**config.mk**
```make
export PLATFORM = sky130hd
export DESIGN_NAME = pcm_frame_converter_with_gain_core_flat
export DESIGN_NICKNAME = d
export VERILOG_FILES = /design/src/rtl/pfcg_pkg.sv /design/src/rtl/pfcg_req_if.sv /design/src/rtl/pfcg_rsp_if.sv /design/src/rtl/pfcg_gain.sv /design/src/rtl/pcm_frame_converter_with_gain_core.sv /design/src/flat_wrapper.sv
export SDC_FILE = /design/constraint.sdc
export NUM_CORES = 2
export LEC_CHECK = 0
export BUFFER_PORTS_ARGS = -buffer_cell sky130_fd_sc_hd__buf_2
export CAP_MARGIN = 20
export CORE_ASPECT_RATIO = 0.7
export CORE_MARGIN = 4
export CORE_UTILIZATION = 30
export CTS_CLUSTER_DIAMETER = 80
export DETAILED_ROUTE_END_ITERATION = 6
export SLEW_MARGIN = 0
export SYNTH_ARGS = -nofsm -noshare
export SYNTH_HDL_FRONTEND = slang
export SYNTH_SLANG_ARGS = --single-unit
```
**constraint.sdc**
```tcl
create_clock -name clock -period 14.5 [get_ports clock]
set_input_delay 0.725 -clock clock [delete_from_list [all_inputs] [get_ports clock]]
set_output_delay 0.725 -clock clock [all_outputs]
set_load 0.005 [all_outputs]
```
**src/rtl/pfcg_pkg.sv**
```systemverilog
`timescale 1ns / 1ps

package pfcg_pkg;

   localparam int SAMPLE_W = 16;
   localparam int CSR_DATA_W = 16;
   localparam int CSR_INDEX_W = 2;
   localparam int FORMAT_W = 2;
   localparam int CHANNELS_W = 2;
   localparam int Q_FRAC_BITS = 12;

   typedef enum logic [CSR_INDEX_W-1:0] {
      CSR_SOURCE_FORMAT = 2'd0,
      CSR_OUT_CHANNELS  = 2'd1,
      CSR_APPLY_VOLUME  = 2'd2,
      CSR_VOLUME_GAIN   = 2'd3
   } csr_index_type;

   localparam logic [FORMAT_W-1:0]   SOURCE_FORMAT_RESET = 2'd2;
   localparam logic [CHANNELS_W-1:0] OUT_CHANNELS_RESET  = 2'd2;
   localparam logic                  APPLY_VOLUME_RESET  = 1'b1;
   localparam logic [SAMPLE_W-1:0]   VOLUME_GAIN_RESET   = 16'd4096;

   localparam logic [CHANNELS_W-1:0] CHANNELS_MONO = 2'd1;

   localparam logic signed [SAMPLE_W-1:0] S16_MIN = 16'sh8000;
   localparam logic signed [SAMPLE_W-1:0] S16_MAX = 16'sh7FFF;

   typedef logic [SAMPLE_W-1:0] sample_type;

   // Unsigned 8-bit v maps to (v - 128) * 256: flip the top bit, move to the high byte.
   function automatic sample_type to_s16(input sample_type raw, input logic wide);
      sample_type res;
      if (wide) begin
         res = raw;
      end else begin
         res = {raw[7] ^ 1'b1, raw[6:0], 8'h00};
      end
      return res;
   endfunction

endpackage

```
**src/rtl/pfcg_req_if.sv**
```systemverilog
`timescale 1ns / 1ps

interface pfcg_req_if;
   logic                        valid;
   logic                        ready;
   logic [pfcg_pkg::SAMPLE_W-1:0] first_sample;
   logic [pfcg_pkg::SAMPLE_W-1:0] second_sample;
   logic                        last_frame;

   modport source (output valid, output first_sample, output second_sample,
                   output last_frame, input ready);
   modport sink (input valid, input first_sample, input second_sample,
                 input last_frame, output ready);
endinterface

```
**src/rtl/pfcg_rsp_if.sv**
```systemverilog
`timescale 1ns / 1ps

interface pfcg_rsp_if;
   logic                               valid;
   logic                               ready;
   logic signed [pfcg_pkg::SAMPLE_W-1:0] out_left;
   logic signed [pfcg_pkg::SAMPLE_W-1:0] out_right;
   logic                               out_last;

   modport source (output valid, output out_left, output out_right,
                   output out_last, input ready);
   modport sink (input valid, input out_left, input out_right,
                 input out_last, output ready);
endinterface

```
**src/rtl/pfcg_gain.sv**
```systemverilog
`timescale 1ns / 1ps

module pfcg_gain (
   input  logic signed [pfcg_pkg::SAMPLE_W-1:0] sample,
   input  logic signed [pfcg_pkg::SAMPLE_W-1:0] gain,
   output logic signed [pfcg_pkg::SAMPLE_W-1:0] scaled
);

   localparam int PROD_W = 2 * pfcg_pkg::SAMPLE_W;
   localparam int QUOT_W = PROD_W - pfcg_pkg::Q_FRAC_BITS;

   logic signed [PROD_W-1:0] product;
   logic signed [PROD_W-1:0] bias;
   logic signed [PROD_W-1:0] product_adj;
   logic signed [QUOT_W-1:0] quotient;
   logic                     fits;

   always_comb begin
      product = sample * gain;
      // bias negative products so the shift truncates toward zero
      bias = product[PROD_W-1]
           ? $signed({{(PROD_W-pfcg_pkg::Q_FRAC_BITS){1'b0}},
                      {pfcg_pkg::Q_FRAC_BITS{1'b1}}})
           : '0;
      product_adj = product + bias;
      quotient = product_adj[PROD_W-1:pfcg_pkg::Q_FRAC_BITS];
      fits = (quotient[QUOT_W-1:pfcg_pkg::SAMPLE_W-1] == '0) ||
             (quotient[QUOT_W-1:pfcg_pkg::SAMPLE_W-1] == '1);
      if (fits) begin
         scaled = quotient[pfcg_pkg::SAMPLE_W-1:0];
      end else if (quotient[QUOT_W-1]) begin
         scaled = pfcg_pkg::S16_MIN;
      end else begin
         scaled = pfcg_pkg::S16_MAX;
      end
   end

endmodule

```
**src/rtl/pcm_frame_converter_with_gain_core.sv**
```systemverilog
`timescale 1ns / 1ps

// PCM frame converter with gain. Each req beat carries one source frame (one or
// two samples, unsigned 8-bit in the low byte or signed 16-bit); each rsp beat
// carries one signed 16-bit frame in one or two channels, plus the last-frame
// mark. 8-bit samples become (v-128)*256, mono sources are duplicated, stereo
// is averaged to mono (truncated toward zero), and with apply_volume set the
// Q4.12 gain is applied, truncated toward zero and saturated. The block is a
// two-register pipeline: an input register, then conversion, mix and the two
// 16x16 gain multipliers in one combinational pass into the result register.
// It takes one frame per clock while rsp is ready. A frame's rsp beat follows
// its req beat through the input and result registers. When rsp stalls with both
// registers full, req.ready drops in the same cycle, and it rises again in the
// cycle rsp.ready returns. Write the csr registers only while no frame is in
// flight; in mono output out_right is 0.
module pcm_frame_converter_with_gain_core (
   input  logic                                    clock,
   input  logic                                    reset,
   pfcg_req_if.sink                                req,
   pfcg_rsp_if.source                              rsp,
   input  logic                                    csr_wr_en,
   input  logic [pfcg_pkg::CSR_INDEX_W-1:0]        csr_index,
   input  logic [pfcg_pkg::CSR_DATA_W-1:0]         csr_wr_data
);

   localparam int SW = pfcg_pkg::SAMPLE_W;

   // configuration registers
   logic [pfcg_pkg::FORMAT_W-1:0]   source_format_ff;
   logic [pfcg_pkg::CHANNELS_W-1:0] out_channels_ff;
   logic                            apply_volume_ff;
   logic [SW-1:0]                   volume_gain_ff;

   // input stage
   logic          in_valid_ff, in_valid_in;
   logic [SW-1:0] first_ff;
   logic [SW-1:0] second_ff;
   logic          last_ff;

   // result stage
   logic                 rsp_valid_ff, rsp_valid_in;
   logic signed [SW-1:0] out_left_ff, out_left_in;
   logic signed [SW-1:0] out_right_ff, out_right_in;
   logic                 out_last_ff;

   logic req_take;
   logic advance;

   logic          src_stereo, src_wide, mono_out;
   logic [SW-1:0] conv_a, conv_b, chan_b;
   logic [SW:0]   mix_sum, mix_adj;
   logic [SW-1:0] pre_left, pre_right;
   logic signed [SW-1:0] gained_left, gained_right;

   // handshake: advance the input stage when the result register is free or draining
   assign advance   = in_valid_ff && (!rsp_valid_ff || rsp.ready);
   assign req.ready = !in_valid_ff || advance;
   assign req_take  = req.valid && req.ready;

   always_comb begin
      in_valid_in = in_valid_ff;
      if (req_take) begin
         in_valid_in = 1'b1;
      end else if (advance) begin
         in_valid_in = 1'b0;
      end
      rsp_valid_in = rsp_valid_ff;
      if (advance) begin
         rsp_valid_in = 1'b1;
      end else if (rsp.ready) begin
         rsp_valid_in = 1'b0;
      end
   end

   // format conversion and channel mapping
   always_comb begin
      src_stereo = source_format_ff[0];
      src_wide   = source_format_ff[1];
      mono_out   = (out_channels_ff == pfcg_pkg::CHANNELS_MONO);
      conv_a = pfcg_pkg::to_s16(first_ff, src_wide);
      conv_b = pfcg_pkg::to_s16(second_ff, src_wide);
      chan_b = src_stereo ? conv_b : conv_a;
      // average with truncation toward zero: add one to odd negative sums
      mix_sum = {conv_a[SW-1], conv_a} + {conv_b[SW-1], conv_b};
      mix_adj = mix_sum + {{SW{1'b0}}, mix_sum[SW] & mix_sum[0]};
      if (mono_out) begin
         pre_left  = src_stereo ? mix_adj[SW:1] : conv_a;
         pre_right = '0;
      end else begin
         pre_left  = conv_a;
         pre_right = chan_b;
      end
   end

   pfcg_gain u_gain_left (
      .sample (signed'(pre_left)),
      .gain   (signed'(volume_gain_ff)),
      .scaled (gained_left)
   );

   pfcg_gain u_gain_right (
      .sample (signed'(pre_right)),
      .gain   (signed'(volume_gain_ff)),
      .scaled (gained_right)
   );

   always_comb begin
      if (apply_volume_ff) begin
         out_left_in  = gained_left;
         out_right_in = mono_out ? '0 : gained_right;
      end else begin
         out_left_in  = signed'(pre_left);
         out_right_in = signed'(pre_right);
      end
   end

   always_ff @(posedge clock) begin
      if (reset) begin
         source_format_ff <= pfcg_pkg::SOURCE_FORMAT_RESET;
         out_channels_ff  <= pfcg_pkg::OUT_CHANNELS_RESET;
         apply_volume_ff  <= pfcg_pkg::APPLY_VOLUME_RESET;
         volume_gain_ff   <= pfcg_pkg::VOLUME_GAIN_RESET;
      end else if (csr_wr_en) begin
         unique case (pfcg_pkg::csr_index_type'(csr_index))
            pfcg_pkg::CSR_SOURCE_FORMAT: begin
               source_format_ff <= csr_wr_data[pfcg_pkg::FORMAT_W-1:0];
            end
            pfcg_pkg::CSR_OUT_CHANNELS: begin
               out_channels_ff <= csr_wr_data[pfcg_pkg::CHANNELS_W-1:0];
            end
            pfcg_pkg::CSR_APPLY_VOLUME: begin
               apply_volume_ff <= csr_wr_data[0];
            end
            pfcg_pkg::CSR_VOLUME_GAIN: begin
               volume_gain_ff <= csr_wr_data[SW-1:0];
            end
            default: begin
            end
         endcase
      end
   end

   always_ff @(posedge clock) begin
      if (reset) begin
         in_valid_ff  <= 1'b0;
         rsp_valid_ff <= 1'b0;
      end else begin
         in_valid_ff  <= in_valid_in;
         rsp_valid_ff <= rsp_valid_in;
      end
   end

   // payload: hold the input frame until it moves on, load results on advance
   always_ff @(posedge clock) begin
      if (req_take) begin
         first_ff  <= req.first_sample;
         second_ff <= req.second_sample;
         last_ff   <= req.last_frame;
      end
      if (advance) begin
         out_left_ff  <= out_left_in;
         out_right_ff <= out_right_in;
         out_last_ff  <= last_ff;
      end
   end

   assign rsp.valid     = rsp_valid_ff;
   assign rsp.out_left  = out_left_ff;
   assign rsp.out_right = out_right_ff;
   assign rsp.out_last  = out_last_ff;

endmodule

```
**src/flat_wrapper.sv**
```systemverilog
// flat-port wrapper written by rule: the top's interface ports become plain ports
module pcm_frame_converter_with_gain_core_flat 
  (clock, reset, csr_wr_en, csr_index, csr_wr_data, req_valid, req_first_sample, req_second_sample, req_last_frame, req_ready, rsp_valid, rsp_out_left, rsp_out_right, rsp_out_last, rsp_ready);
  pfcg_req_if req_i ();
  pfcg_rsp_if rsp_i ();
  input  logic clock;
  input  logic reset;
  input  logic csr_wr_en;
  input  logic [pfcg_pkg::CSR_INDEX_W-1:0] csr_index;
  input  logic [pfcg_pkg::CSR_DATA_W-1:0] csr_wr_data;
  input wire logic [$bits(req_i.valid)-1:0] req_valid;
  input wire logic [$bits(req_i.first_sample)-1:0] req_first_sample;
  input wire logic [$bits(req_i.second_sample)-1:0] req_second_sample;
  input wire logic [$bits(req_i.last_frame)-1:0] req_last_frame;
  output wire logic [$bits(req_i.ready)-1:0] req_ready;
  output wire logic [$bits(rsp_i.valid)-1:0] rsp_valid;
  output wire logic [$bits(rsp_i.out_left)-1:0] rsp_out_left;
  output wire logic [$bits(rsp_i.out_right)-1:0] rsp_out_right;
  output wire logic [$bits(rsp_i.out_last)-1:0] rsp_out_last;
  input wire logic [$bits(rsp_i.ready)-1:0] rsp_ready;
  assign req_i.valid = req_valid;
  assign req_i.first_sample = req_first_sample;
  assign req_i.second_sample = req_second_sample;
  assign req_i.last_frame = req_last_frame;
  assign req_ready = req_i.ready;
  assign rsp_valid = rsp_i.valid;
  assign rsp_out_left = rsp_i.out_left;
  assign rsp_out_right = rsp_i.out_right;
  assign rsp_out_last = rsp_i.out_last;
  assign rsp_i.ready = rsp_ready;
  pcm_frame_converter_with_gain_core u_core (.clock(clock), .reset(reset), .req(req_i), .rsp(rsp_i), .csr_wr_en(csr_wr_en), .csr_index(csr_index), .csr_wr_data(csr_wr_data));
endmodule
```
Yosys cells after proc, flatten, opt, wreduce, memory -nomap -nowiden
Index checks and enable logic that the tools add are counted.

Register bits after elaboration: 89. Input port bits: 56. Logic and storage cells: 63.

Add/subtract/negate cells: 4. $mul: 2. Eq/ne operators: 6. Multiplexer cells: 19. Bitwise logic cells: 3. Reductions and logical operators: 17.

Operators by type and width (count): $mux W16 (13); $add A32 B13 Y32 (2); $mul A16 B16 Y32 (2); $mux W12 (2); $add A16 B16 Y17 (1); $add A17 B1 Y17 (1); $eq A5 B5 Y1 const B (2); $logic_not A5 Y1 (2); $reduce_and A2 Y1 (4); $eq A2 B1 Y1 const B (2); $eq A2 B2 Y1 const B (2); $logic_or A1 B1 Y1 (4); $mux W1 (4); $reduce_bool A2 Y1 (2); $logic_and A1 B1 Y1 (2); $logic_not A1 Y1 (2); $logic_not A2 Y1 (1); $not A1 Y1 (2); $and A1 B1 Y1 (1).

Depth between registers and ports, before layout
Depth in word-level cells: 14. Gate-level depth with buffers: 53. Depth with buffers taken out: 47.

By module
A second synthesis with hierarchy kept.

Cell total of the unflattened synthesis: 2987. Area total of the unflattened synthesis: 26813.2 sq um.

Modules (own cells, without submodules): pfcg_gain at u_core.u_gain_right (times used 1, cells each 1223, area an instance 10809.1 sq um, sequential area each 0.0 sq um); pfcg_gain at u_core.u_gain_left (times used 1, cells each 1187, area an instance 10501.3 sq um, sequential area each 0.0 sq um); pcm_frame_converter_with_gain_core (times used 1, cells each 577, area an instance 5502.8 sq um, sequential area each 2442.3 sq um).

Worst setup path after synthesis
Ideal clock, no wire load.

Kind: register to register. From: register u_core.source_format_ff[1] in the netlist's numbering. To: register u_core.out_left_ff[11], in the netlist u_core.rsp.out_left[11] (data pin). Data arrival time: 12.433 ns. Required time: 14.359 ns. Slack: 1.927 ns. Stages on the path, launching flop included: 51. Path buffers: 7. Clock period less this slack: 12.573 ns. Cells stage by stage: dfxtp_1 > clkbuf_1 > clkbuf_1 > buf_1 > mux2i_1 > inv_1 > ha_1 > a21o_1 > a21o_1 > or3_1 > o211a_1 > o32ai_2 > and2_1 > ha_1 > and3_1 > nand3_1 > nor4_1 > xnor2_1 > (+15 left out) > a221o_1 > a31o_2 > o31ai_1 > o21ai_1 > xnor2_1 > inv_2 > ha_1 > a21oi_1 > nor2_1 > nand4_1 > nor4_1 > o211a_1 > clkbuf_1 > a41oi_1 > a311oi_2 > buf_2 > nand2_1 > a21oi_2.

Longest elaborated chain between the ends: 13.

Ends and longest elaborated chain: start: declaration (line pcm_frame_converter_with_gain_core.sv:29) `logic [pfcg_pkg::FORMAT_W-1:0] source_format_ff;`; start signal: assignment (line pcm_frame_converter_with_gain_core.sv:119) `source_format_ff <= pfcg_pkg::SOURCE_FORMAT_RESET;`; start signal: assignment (line pcm_frame_converter_with_gain_core.sv:126) `source_format_ff <= csr_wr_data[pfcg_pkg::FORMAT_W-1:0];`; $mux W16 (line pfcg_pkg.sv:34) `if (wide) begin`; $add A16 B16 Y17 (line pcm_frame_converter_with_gain_core.sv:84) `mix_sum = {conv_a[SW-1], conv_a} + {conv_b[SW-1], conv_b};`; $and A1 B1 Y1 (line pcm_frame_converter_with_gain_core.sv:85) `mix_adj = mix_sum + {{SW{1'b0}}, mix_sum[SW] & mix_sum[0]};`; $add A17 B1 Y17 (line pcm_frame_converter_with_gain_core.sv:85); $mux W16 (line pcm_frame_converter_with_gain_core.sv:87) `pre_left = src_stereo ? mix_adj[SW:1] : conv_a;`; $mux W16 (*) (line pcm_frame_converter_with_gain_core.sv:86) `if (mono_out) begin`; $mul A16 B16 Y32 (line pfcg_gain.sv:19) `product = sample * gain;`; $mux W12 (line pfcg_gain.sv:22) `? $signed({{(PROD_W-pfcg_pkg::Q_FRAC_BITS){1'b0}},`; $add A32 B13 Y32 (line pfcg_gain.sv:25) `product_adj = product + bias;`; $eq A5 B5 Y1 / $logic_not A5 Y1 (equally long branches) (line pfcg_gain.sv:28, pfcg_gain.sv:27); $logic_or A1 B1 Y1 (line pfcg_gain.sv:27) `fits = (quotient[QUOT_W-1:pfcg_pkg::SAMPLE_W-1] == '0) ||`; $mux W16 (line pfcg_gain.sv:29) `if (fits) begin`; $mux W16 (*) (line pcm_frame_converter_with_gain_core.sv:108) `if (apply_volume_ff) begin`; net u_core.out_left_in[11] (line pcm_frame_converter_with_gain_core.sv:42) `logic signed [SW-1:0] out_left_ff, out_left_in;`; end signal: assignment (line pcm_frame_converter_with_gain_core.sv:161) `out_left_ff <= out_left_in;`; end: declaration (line pcm_frame_converter_with_gain_core.sv:42).

Mark *: on every way through the listed nets, which the timed path passes. The rest lies on a longest branch. A chain may end at the register's enable or synchronous reset.

Final worst setup path
From: register u_core.source_format_ff[1] in the netlist's numbering. To: register u_core.out_left_ff[9], in the netlist u_core.rsp.out_left[9] (data pin).

The elaborated chain is that of the path after synthesis.

==> impl_metrics.toml <==
[route]
ant_nets = 0
route.met2.wl_um = 29300
dr.pass1.iters = 5
wl_met3_um = 6090
routedWlPerCell_um = 17.8
drt_wl_total_um = 74100
drt_iter0_drc = 1613
vias = 20274
met1Wirelength_um = 37400
vias_per_cell = 4.88
maxUsedRoutingLayer = "met5"
drc_errors = 0

[sta]
maxSlewHeadroom_pct = 27.8
tns_ns = 0
hold_violations = 0
setup_viol = 0
grt_setup_unrepaired = "no"
fin_crit_ns = 13.30
fmax_ghz = 0.0752
final_max_slew_viol_count = 0
period_share_pct = 91.7
skew_ns = 0.0178
tightest_slew_ns = 1.08

[critical_path]
cpMaxStageDelayCell = "dfxtp_2"
crit_path_frequent_cell = "fa_1"
cp.arrival_ns = 13.43
critPathRequiredTime_ns = 14.63
crit_fanout = 27
critical_path_class = "reg2reg"
startpoint_type = "flop"
end_kind = "flop"
slowest_delay_ns = 0.68
worstRegToRegCells = 43

[min_path]
hold_path_class = "reg2reg"
hold_path_depth = 0

[power]
comb_power_share_pct = 76.2
p_sw_w = 0.00143
p_int_w = 0.00130
pwr-share-seq_pct = 14.5
power.clock.fraction_pct = 9.3
power_density_nw_per_um2 = 95.6
leakage_nw = 13.3
vdd_drop_max_mv = 0.0739
swShare_pct = 52.4
design_power_total_w = 0.00273

[yosys]
synthTopCellsByArea = "fa_1 (40%), ha_1 (9.2%), inv_1 (8.5%)"
synthCells = 2978
synth_mux_area_share_pct = 0.965
syn_area_um2 = 26500
synth_top_family_by_area = "adder cells"
netlist.area_leader.share_pct = 39.7
synthDistinctLibCells = 84
ys.flop_type = "edfxtp_1"
synth_compound_area_share_pct = 9.29
async_reset_ff_share_pct = 0
synth.net_count = 3753
synth-edff-count = 66
yosysMostFrequentCell = "inv_1"
ys_ff_latch = 89
avgSynthCellArea_um2 = 8.88
synth_seq_area_share_pct = 9.23
synth_warnings = 0
yosys.area_share.simple_pct = 17.4
synth-adder-area-share_pct = 48.9
yosys.area.top_type = "fa_1"
synth_xor_area_share_pct = 3.76
synthTopCellsByCount = "inv_1 (602), fa_1 (525), nand2_1 (418), and2_1 (222), ha_1 (194)"

[cells_and_area]
antenna-diode-count = 0
drive_gt1_share_pct = 7.09
areaGrowthSynthToFinish_pct = 8.06
stdcell_count = 4154
final-seq-area_um2 = 2450
layout.nets = 3774
multi_input_area_um2 = 21300
fillers = 9024

[global_routing]
overflow = 0
antenna_found_initial = 4
grt_pass1_wl_um = 119000
first_global_vias = 20617
grt_max_degree = 35
track_usage_pct = 16.2

[outcome]
outcome = "finished, final reports clean"

[placement]
place_hpwl_um = 60100
dp.cells = 4138
port_buffers = 90
place.gp.congestion = 0.905

[clock_tree]
clock-root-buffer = "clkbuf_16"
cts_tree = "built"
post_cts_buffers = 0
cts_max_level = 3
insertion_delay_ns = 0.40
clkTransAtPathRegs_ns = 0.08
clockBufferDepth = 2
cts.sink_count = 89
numCtsBuffers = 9

[floorplan]
die_w_um = 363
die_area_um2 = 93100
io_pins = 91
start_util_pct = 30.5
num_rows = 90
die_y_um = 256
core_area_um2 = 86800

[job]
drv_cap = 0
## registers in the layout, indices dropped and copies added, names as in the netlist
signal                   cells
u_core.apply_volume_ff       1
u_core.first_ff             16
u_core.in_valid_ff           1
u_core.last_ff               1
u_core.out_channels_ff       2
u_core.rsp.out_last          1
u_core.rsp.out_left         16
u_core.rsp.out_right        16
u_core.rsp.valid             1
u_core.second_ff            16
u_core.source_format_ff      2
u_core.volume_gain_ff       16
## worst paths after layout
| check | slack, ns | end | from |
|---|---|---|---|
| worst max-delay path | 1.20 | u_core.rsp.out_left[9]$_DFFE_PP_ | u_core.source_format_ff[1]$_SDFFE_PP1P_ |
| worst min register to register | 0.44 | u_core.rsp.out_last$_DFFE_PP_ | u_core.last_ff$_DFFE_PP_ |
| worst min-delay path | 0.44 | u_core.rsp.out_last$_DFFE_PP_ | u_core.last_ff$_DFFE_PP_ |
| worst max register to register | 1.20 | u_core.rsp.out_left[9]$_DFFE_PP_ | u_core.source_format_ff[1]$_SDFFE_PP1P_ |
## cells by family after synthesis
family | after synthesis
mux | 24
simple gates | 952
buf+inv | 729
compound gates | 353
fa+ha+maj | 719
xor+xnor | 112
flops | 89
## power by group through the flow
stage          clock (W)  sequential [W]  combinational [W]
2_1_floorplan          0        0.000388            0.00156
3_3_place_gp           0        0.000406            0.00204
3_5_place_dp           0        0.000404            0.00206
4_1_cts         0.000262        0.000398            0.00207
5_1_grt         0.000270        0.000401            0.00235
6_report        0.000254        0.000396            0.00208
## cells in the final DEF, fill, tap and decap left out, types with 7 or more instances in the layout
cell type  Yosys  routed
a211oi_1      25      18
a21o_1        32      32
a21oi_1       93      93
a21oi_2        9       9
a31oi_1        9       8
and2_1       222     222
and3_1        24      24
buf_2          7      90
buf_4          0      46
clkbuf_16      0       9
dfxtp_1       23      19
edfxtp_1      66      66
fa_1         525     525
ha_1         194     194
inv_1        602     602
mux2_2        12      12
mux2i_1       12      12
nand2_1      418     418
nand2b_1      16      16
nand3_1       33      33
nand3b_1       7       7
nand4_1       14      14
nor2_1       123     121
nor2b_1       15      14
nor3_1        29      29
nor4_1        11      11
o211ai_1      13      13
o21a_1        18      18
o21ai_0       38      38
o21ai_1       11      10
o221ai_1      13      13
o22ai_1        7       7
o31ai_1        7       7
or3_1          7       7
xnor2_1       75      75
xor2_1        36      36
## critical path, delay by kind of cell (launching register included)
family / cells / cell delay [ns]
simple gates: 11 / 2.90
flops: 1 / 0.68
buf+inv: 5 / 0.68
fa+ha+maj: 10 / 4.40
mux: 1 / 0.35
xor+xnor: 2 / 0.56
compound gates: 14 / 3.43
## through the flow
stage,instance area [um^2],setup WS (ns),util [%],hold slack [ns]
finish,28600,1.20,32.9,0.438
global route,28600,0.185,32.9,0.446
CTS,28600,0.649,32.9,0.438
detailed placement,28300,0.688,32.6,0.421
global placement,28300,1.03,32.6,0.404
floorplan,26500,1.93,-,0.400
## timing repair
| item | CTS | global route |
|---|---|---|
| endpoints found under the setup margin | 0 | 16 |
| resized for setup | 0 | 4 |
| hold buffers | 0 | 0 |
## area by class of cell
cell class | instances | area share (%)
clock inverter | 7 | 0.284
multi-input combinational | 2160 | 74.6
inverter | 603 | 7.92
tap | 1150 | 5.03
sequential | 89 | 8.56
clock buffer | 9 | 0.788
timing repair buffer | 136 | 2.78
## per-layer routing
metal  vias up  GRT usage, %
met5         -             0
met4         2          3.52
met3        72          3.42
met2       688          22.2
met1     10178          25.8
li1       9334             -
Note: power is estimated with default switching activity, not from simulation.
